### src/design/apsp_pkg.sv
// ----------------------------------------------------------------------------
// apsp_pkg
// Shared types and codes for the all-pairs shortest path block: transfer
// payloads, operation codes, and the microcode word of the sequencer.
// ----------------------------------------------------------------------------
package apsp_pkg;

    typedef struct packed {
        logic [1:0]  op;
        logic [4:0]  row;
        logic [4:0]  col;
        logic [15:0] weight;
    } t_in;

    typedef struct packed {
        logic [15:0] distance;
        logic [4:0]  predecessor;
        logic        done_res;
    } t_out;

    localparam logic [1:0] OP_WRITE = 2'd0;
    localparam logic [1:0] OP_RELAX = 2'd1;
    localparam logic [1:0] OP_QUERY = 2'd2;

    // distance read select
    localparam logic [1:0] DRD_NONE = 2'd0;
    localparam logic [1:0] DRD_IK   = 2'd1;
    localparam logic [1:0] DRD_KJ   = 2'd2;
    localparam logic [1:0] DRD_IJ   = 2'd3;

    // counter advance mode
    localparam logic [1:0] CNT_NONE = 2'd0;
    localparam logic [1:0] CNT_IJ   = 2'd1;
    localparam logic [1:0] CNT_KIJ  = 2'd2;

    // microcode steps
    localparam logic [2:0] UC_IDLE  = 3'd0;
    localparam logic [2:0] UC_INIT  = 3'd1;
    localparam logic [2:0] UC_RD_IK = 3'd2;
    localparam logic [2:0] UC_RD_KJ = 3'd3;
    localparam logic [2:0] UC_RD_IJ = 3'd4;
    localparam logic [2:0] UC_UPD   = 3'd5;
    localparam logic [2:0] UC_DONE  = 3'd6;

    typedef struct packed {
        logic [1:0] d_rd;
        logic       p_rd;
        logic       cap_ik;
        logic       cap_kj;
        logic       init_wr;
        logic       upd_wr;
        logic [1:0] cnt;
        logic       done;
        logic [2:0] jmp_last;
        logic [2:0] jmp_else;
    } t_uword;

endpackage

### src/design/apsp_seq.sv
// ----------------------------------------------------------------------------
// apsp_seq
// Microcode sequencer: step counter, control ROM and conditional jumps for
// the predecessor init pass and the k/i/j relaxation loop.
// ----------------------------------------------------------------------------
module apsp_seq (
    input  logic            i_clk,
    input  logic            i_rst_n,
    input  logic            i_go,
    input  logic            i_skip,
    input  logic            i_last,
    output apsp_pkg::t_uword o_ctl,
    output logic            o_busy
);
    import apsp_pkg::*;

    logic [2:0] r_pc;
    logic [2:0] n_pc;
    t_uword     w_rom;

    always_comb begin
        w_rom = '0;
        case (r_pc)
            UC_IDLE: begin
                w_rom.jmp_else = UC_IDLE;
            end
            UC_INIT: begin
                w_rom.init_wr  = 1'b1;
                w_rom.cnt      = CNT_IJ;
                w_rom.jmp_last = UC_RD_IK;
                w_rom.jmp_else = UC_INIT;
            end
            UC_RD_IK: begin
                w_rom.d_rd     = DRD_IK;
                w_rom.jmp_else = UC_RD_KJ;
            end
            UC_RD_KJ: begin
                w_rom.d_rd     = DRD_KJ;
                w_rom.cap_ik   = 1'b1;
                w_rom.jmp_else = UC_RD_IJ;
            end
            UC_RD_IJ: begin
                w_rom.d_rd     = DRD_IJ;
                w_rom.p_rd     = 1'b1;
                w_rom.cap_kj   = 1'b1;
                w_rom.jmp_else = UC_UPD;
            end
            UC_UPD: begin
                w_rom.upd_wr   = 1'b1;
                w_rom.cnt      = CNT_KIJ;
                w_rom.jmp_last = UC_DONE;
                w_rom.jmp_else = UC_RD_IK;
            end
            UC_DONE: begin
                w_rom.done     = 1'b1;
                w_rom.jmp_else = UC_IDLE;
            end
            default: begin
                w_rom.jmp_else = UC_IDLE;
            end
        endcase
    end

    always_comb begin
        if (r_pc == UC_IDLE) begin
            if (i_go) begin
                n_pc = i_skip ? UC_DONE : UC_INIT;
            end else begin
                n_pc = UC_IDLE;
            end
        end else begin
            n_pc = i_last ? w_rom.jmp_last : w_rom.jmp_else;
        end
    end

    always_ff @(posedge i_clk) begin
        if (!i_rst_n) begin
            r_pc <= UC_IDLE;
        end else begin
            r_pc <= n_pc;
        end
    end

    assign o_ctl  = w_rom;
    assign o_busy = (r_pc != UC_IDLE);

endmodule

### config.mk
export PLATFORM = sky130hd
export DESIGN_NAME = apsp_seq
export DESIGN_NICKNAME = d
export VERILOG_FILES = /design/src/design/apsp_pkg.sv /design/src/design/apsp_seq.sv
export SDC_FILE = /design/constraint.sdc
export NUM_CORES = 1
export LEC_CHECK = 0
export BUFFER_PORTS_ARGS = -buffer_cell sky130_fd_sc_hd__buf_2
export CAP_MARGIN = 0
export CELL_PAD_IN_SITES_DETAIL_PLACEMENT = 0
export CELL_PAD_IN_SITES_GLOBAL_PLACEMENT = 2
export CORE_UTILIZATION = 21
export DETAILED_ROUTE_END_ITERATION = 10
export PLACE_DENSITY_LB_ADDON = 0.1
export SYNTH_ARGS = -nofsm -noshare
export SYNTH_HDL_FRONTEND = slang
export SYNTH_SLANG_ARGS = --single-unit
export TNS_END_PERCENT = 30
### constraint.sdc
create_clock -name i_clk -period 3.4 [get_ports i_clk]
set_input_delay 0.68 -clock i_clk [delete_from_list [all_inputs] [get_ports i_clk]]
set_output_delay 0.68 -clock i_clk [all_outputs]
set_load 0.02 [all_outputs]
==> results.sh, run 1 <==
export IMPL_area_growth_pct=26.6
export IMPL_first_pass_iters=1
export IMPL_die_width_um=42.2
export IMPL_cts_clk_slew_worst_paths_ns=0.03
export IMPL_hold_class="flip-flop to flip-flop"
export IMPL_mostFrequentLayoutCells="buf_2, and2_1, clkbuf_4, dfxtp_1"
export IMPL_endpoint_kind="primary output"
export IMPL_total_power_mw=0.207
export IMPL_grt_max_degree=14
export IMPL_num_vias=337
export IMPL_cap_viol_max_count=0
export IMPL_slowest_stage="dfxtp_1"
export IMPL_hold_viol_final=0
export IMPL_synth_nets=46
export IMPL_grt_pass1_wl_mm=1.22
export IMPL_rows=14
export IMPL_routed_wl_um=749
export IMPL_yosys_area_top_type_share_pct=17.7
export IMPL_viasPerCell=4.55
export IMPL_ys_ff_latch=3
export IMPL_tns_ns=0
export IMPL_drc=0
export IMPL_cts_made_buffers=3
export IMPL_critPathMaxFanout=13
export IMPL_grt_pass1_vias=278
export IMPL_clock_skew_ns=0.000174
export IMPL_power_density_nw_per_um2=483
export IMPL_regMostFlops="r_pc"
export IMPL_portBuffers=20
export IMPL_syn_area_um2=339
export IMPL_seq_area_um2=60.1
export IMPL_crit_chain="and2b_2, and2_1, a21o_2, buf_2"
export IMPL_nets=64
export IMPL_synth_area_leaders="dfxtp_1, buf_4, and2_1"
export IMPL_synth_cells=41
export IMPL_antenna_left=0
export IMPL_gp_congestion=0.736
export IMPL_track_usage_pct=8.77
export IMPL_status="completed"
export IMPL_timing_fmax_mhz=439
export IMPL_gr_total_overflow=0
export IMPL_multiInputGateArea_um2=219
export IMPL_drive_gt1_share_pct=50.0
export IMPL_critPathKind="flip-flop to primary output"
export IMPL_avgSynthCellArea_um2=8.27
export IMPL_largest_register_ff_count=3
export IMPL_clockBufferDepth=2
export IMPL_peakVddDrop_uv=181
export IMPL_dieArea_um2=1780
export IMPL_critPathLaunchType="flip-flop"
export IMPL_clkSinkCount=3
export IMPL_cts_tree="yes"
export IMPL_required_ns=2.72
export IMPL_post_cts_resized=0
export IMPL_arrival_ns=1.60
export IMPL_cts_setup_buffers=0
export IMPL_final_max_slew_viol_count=0
export IMPL_period_share_pct=67.0
export IMPL_path_delay_family="flip-flops"
export IMPL_path_buf_inv=1
export IMPL_post_drt_wl_per_cell_um=10.1
export IMPL_fill_cells=182
export IMPL_ys_warn_count=0
export IMPL_die_h_um=42.2
export IMPL_synth_cell_types=27
export IMPL_drtIter0Drc=0
export IMPL_synth_largest_area_cell="dfxtp_1"
export IMPL_cts_root_buf="clkbuf_4"
export IMPL_core_um2=1510
export IMPL_period_minus_slack_ns=2.28
export IMPL_antenna_found_initial=0
export IMPL_setup_viol=0
export IMPL_synth_seq_area_share_pct=17.7
export IMPL_cts_hold_buf=0
export IMPL_rsz0062_at_grt="no"
export IMPL_reg_top3="r_pc: 3 flops"
export IMPL_ioPinCount=22
export IMPL_start_util_pct=22.5
export IMPL_cellLeakagePower_nw=0.239
export IMPL_insertion_delay_ns=0.23
export IMPL_cp_slowest_stage_delay_ns=0.54
export IMPL_htreeDepth=1
export IMPL_antennaDiodeCount=0
export IMPL_final_common_cell="buf_2"
export IMPL_dp_hpwl_um=603
worst reg2reg max path, cell delays in order, from the launching register on:
cell and delay (ns):
dfxtp_1 0.57, nor2_1 0.10, and4bb_2 0.25, o21a_1 0.16
worst paths after layout:
path                           start            endpoint  slack (ns)  depth (start not counted)
setup / recovery  r_pc[1]$_SDFF_PN0_            o_ctl[1]        1.12                          4
hold / removal    r_pc[2]$_SDFF_PN0_  r_pc[2]$_SDFF_PN0_        0.68                          1
setup reg to reg  r_pc[0]$_SDFF_PN0_  r_pc[0]$_SDFF_PN0_        2.21                          3
hold reg to reg   r_pc[2]$_SDFF_PN0_  r_pc[2]$_SDFF_PN0_        0.68                          1
through the flow:
stage	cells	utilization, %	worst slack, ns	hold slack (ns)	area [um2]
after global placement	70	26.7	1.39	0.684	403
after detailed placement	70	26.7	1.35	0.682	403
after CTS	74	28.5	1.09	0.679	429
final	74	28.5	1.12	0.682	429
after global routing	74	28.5	1.00	0.698	429
after floorplan	41	-	1.28	0.594	339
logic make-up after synthesis:
group	Yosys count	share of synthesized area, %
compound gates	10	22.9
xor+xnor	3	7.75
buf+inv	8	17.7
flops	3	17.7
mux	1	2.95
other cells	1	1.11
simple gates	15	29.9
cells in the mapped netlist (all sizes together):
master / count
buf: 7
and2: 3
dfxtp: 3
nor2: 2
o21a: 2
o21ai: 2
or2: 2
xnor2: 2
a211o: 1
a211oi: 1
a21boi: 1
a21o: 1
a21oi: 1
and2b: 1
and3: 1
and4bb: 1
conb: 1
inv: 1
mux2i: 1
nand2b: 1
nand3b: 1
nor3: 1
nor3b: 1
o211a: 1
or3: 1
xor2: 1
metal layers:
metal | up-vias | part of all wire (%) | track usage [%]
met3 | 0 | 8.9 | 2.59
met1 | 150 | 47 | 12.0
li1 | 169 | - | -
met4 | 0 | 0 | 5.63
met5 | - | 0 | 0
met2 | 18 | 44 | 11.7
power breakdown:
group,internal [mW],switching (mW)
clock,0.0438,0.0166
combinational,0.0399,0.0548
sequential,0.0396,0.0124
total,0.123,0.0838
final cells by class:
type                            instances  area share [%]
Inverter                                1           0.875
Multi-Input combinational cell         30            51.0
Sequential cell                         3            14.0
Tap cell                               16            4.66
Timing Repair Buffer                   20            23.3
Clock buffer                            4            6.12
(Power assumes the default switching activity.)
==> inputs of run 2 (changes only) <==
--- a/config.mk
+++ b/config.mk
@@ -5,11 +5,12 @@
 export SDC_FILE = /design/constraint.sdc
 export NUM_CORES = 1
 export LEC_CHECK = 0
+export ABC_AREA = 1
 export BUFFER_PORTS_ARGS = -buffer_cell sky130_fd_sc_hd__buf_2
 export CAP_MARGIN = 0
 export CELL_PAD_IN_SITES_DETAIL_PLACEMENT = 0
 export CELL_PAD_IN_SITES_GLOBAL_PLACEMENT = 2
-export CORE_UTILIZATION = 21
+export CORE_UTILIZATION = 14
 export DETAILED_ROUTE_END_ITERATION = 10
 export PLACE_DENSITY_LB_ADDON = 0.1
 export SYNTH_ARGS = -nofsm -noshare
==> constraint.sdc (replaced) <==
create_clock -name i_clk -period 1.85 [get_ports i_clk]
set_input_delay 0.37 -clock i_clk [delete_from_list [all_inputs] [get_ports i_clk]]
set_output_delay 0.37 -clock i_clk [all_outputs]
set_load 0.02 [all_outputs]
==> run 2 against run 1 <==
Effect of this change: worst setup slack worse by 0.83 ns; synthesized cell count up 20%; critical endpoint is now o_ctl[0]; clock power up 89%; largest power group unchanged; first-iteration DRC count up 3; worst hold slack worse by 0.34 ns; highest routed layer unchanged; critical path type unchanged; critical path depth unchanged; area after synthesis down 17%.
==> results.sh, run 2 <==
export IMPL_avgSynthCellArea_um2=5.75
export IMPL_fin_util_pct=22.7
export IMPL_largest_register_ff_count=3
export IMPL_mostFrequentLayoutCells="buf_2, inv_1, nand2_1"
export IMPL_critPathMaxFanout=7
export IMPL_cts_hold_buf=0
export IMPL_antennaDiodeCount=0
export IMPL_gr_total_overflow=0
export IMPL_hold_path_end="r_pc[2]$_SDFF_PN0_"
export IMPL_gp_congestion=0.678
export IMPL_whs_path_depth=3
export IMPL_required_ns=1.48
export IMPL_synth_ff_type="dfxtp_1"
export IMPL_cp_slowest_stage_delay_ns=0.36
export IMPL_power_density_nw_per_um2=827
export IMPL_synthMostInstantiatedCell="inv_1"
export IMPL_tns_ns=0
export IMPL_ys_warn_count=0
export IMPL_die_h_um=46.8
export IMPL_num_vias=340
export IMPL_synth_largest_area_cell="dfxtp_1"
export IMPL_peakVddDrop_uv=300
export IMPL_async_reset_ff_share_pct=0
export IMPL_cts_clk_slew_worst_paths_ns=0.04
export IMPL_drive_gt1_share_pct=42.0
export IMPL_endpoint_kind="primary output"
export IMPL_synth_seq_area_share_pct=21.3
export IMPL_post_cts_resized=0
export IMPL_antenna_found_initial=0
export IMPL_synth_cell_types=14
export IMPL_insertion_delay_ns=0.23
export IMPL_critPathKind="flip-flop to primary output"
export IMPL_syn_area_um2=282
export IMPL_dieArea_um2=2190
export IMPL_cts_made_buffers=3
export IMPL_dp_hpwl_um=687
export IMPL_placed_area_um2=383
export IMPL_drtIter0Drc=3
export IMPL_synth_nets=54
export IMPL_track_usage_pct=7.32
export IMPL_first_pass_iters=3
export IMPL_reg_top3="r_pc: 3 flops"
export IMPL_fin_area_um2=409
export IMPL_crit_chain="nor2_2, nand2_2, nand3_2, buf_2"
export IMPL_critPathLaunchType="flip-flop"
export IMPL_rows=15
export IMPL_core_um2=1800
export IMPL_status="completed"
export IMPL_synth_edff_count=0
export IMPL_clockBufferDepth=2
export IMPL_ys_ff_latch=3
export IMPL_yosys_area_top_type_share_pct=21.3
export IMPL_hold_viol_final=0
export IMPL_regMostFlops="r_pc"
export IMPL_setup_viol=0
export IMPL_cts_setup_buffers=0
export IMPL_viasPerCell=3.62
export IMPL_hold_start="i_rst_n"
export IMPL_final_common_cell="buf_2"
export IMPL_die_width_um=46.8
export IMPL_cts_root_buf="clkbuf_4"
export IMPL_arrival_ns=1.18
export IMPL_post_drt_wl_per_cell_um=8.31
export IMPL_r2r_slack_ns=0.78
export IMPL_final_max_slew_viol_count=0
export IMPL_grt_pass1_vias=282
export IMPL_period_share_pct=83.9
export IMPL_cellLeakagePower_nw=0.311
export IMPL_r2r_cells=7
export IMPL_antenna_left=0
export IMPL_nets=75
export IMPL_synth_cells=49
export IMPL_r2r_start="r_pc[0]$_SDFF_PN0_"
export IMPL_routed_wl_um=781
export IMPL_area_growth_pct=45.3
export IMPL_fill_cells=234
export IMPL_htreeDepth=1
export IMPL_start_util_pct=15.6
export IMPL_ioPinCount=22
export IMPL_clkSinkCount=3
export IMPL_period_minus_slack_ns=1.55
export IMPL_clock_skew_ns=0.00189
export IMPL_cap_viol_max_count=0
export IMPL_slowest_stage="dfxtp_1"
export IMPL_timing_fmax_mhz=644
export IMPL_portBuffers=20
export IMPL_grt_pass1_wl_mm=1.09
export IMPL_grt_max_degree=8
export IMPL_rsz0062_at_grt="no"
export IMPL_reg2reg_to="r_pc[2]$_SDFF_PN0_"
export IMPL_cts_tree="yes"
export IMPL_hold_class="input pin to flip-flop"
export IMPL_drc=0
export IMPL_synth_area_leaders="dfxtp_1, inv_1, nand2_1"
export IMPL_synthTopCellsByCount="inv_1, nand2_1, nand3_1, buf_4"
==> run 2: cell count changes after synthesis, moves of 3 or more <==
cell | before | now
nand2_2 | 0 | 3
nand3_1 | 0 | 6
inv_1 | 1 | 13
nand2_1 | 0 | 12
and2_1 | 3 | 0
==> run 2: worst max-delay path by stage <==
stage / start / end / slack, ns / depth (start not counted)
finish: r_pc[0]$_SDFF_PN0_ / o_ctl[0] / 0.30 / 4
global route: r_pc[2]$_SDFF_PN0_ / o_ctl[0] / 0.19 / 4
CTS: r_pc[0]$_SDFF_PN0_ / o_ctl[0] / 0.28 / 4
detailed placement: r_pc[0]$_SDFF_PN0_ / o_ctl[0] / 0.54 / 4
global placement: r_pc[0]$_SDFF_PN0_ / o_ctl[15] / 0.53 / 4
floorplan: r_pc[0]$_SDFF_PN0_ / o_ctl[13] / 0.51 / 4
==> run 2: layout make-up <==
class / instances / area (um2) / area share (%)
inverter: 13 / 48.8 / 11.9
timing repair buffer: 20 / 100 / 24.5
clock buffer: 4 / 26.3 / 6.42
sequential: 3 / 60.1 / 14.7
tap: 25 / 31.3 / 7.65
multi-input combinational: 29 / 143 / 34.9
==> run 2: cell families (layout without fill, tap and decap cells) <==
family	after synthesis	after routing	share of synthesized area (%)
other	1	1	1.33
DFF	3	3	21.3
and+or+nand+nor	26	26	44.4
buffers and inverters	17	37	28.0
AOI/OAI and AO/OA	2	2	4.89
==> run 2: critical path, delay by kind of cell (launching register included) <==
family	cells	cell delay, ns
buffers and inverters	1	0.16
DFF	1	0.36
and+or+nand+nor	3	0.43
==> run 2: routing by layer <==
metal	wire length, um	GRT usage (%)	vias up	part of all wire (%)
met5	0	0	-	0
met4	0	5.14	0	0
met3	48	1.15	0	6.1
met2	369	11.7	15	47
met1	364	8.94	146	47
li1	-	-	179	-
==> run 2: report_power, final <==
group | total [mW] | internal, mW | leakage (nW) | switching, mW
clock network | 0.114 | 0.0808 | 0.0150 | 0.0329
registers | 0.0797 | 0.0715 | 0.0246 | 0.00827
logic | 0.145 | 0.0460 | 0.271 | 0.0989
==> run 2: metrics by stage <==
step	hold slack (ns)	cells	setup WS (ns)	power [mW]
2_1_floorplan	0.468	49	0.515	0.184
3_3_place_gp	0.588	90	0.526	0.230
3_5_place_dp	0.582	90	0.535	0.228
4_1_cts	0.337	94	0.282	0.348
5_1_grt	0.357	94	0.192	0.364
6_report	0.343	94	0.297	0.338
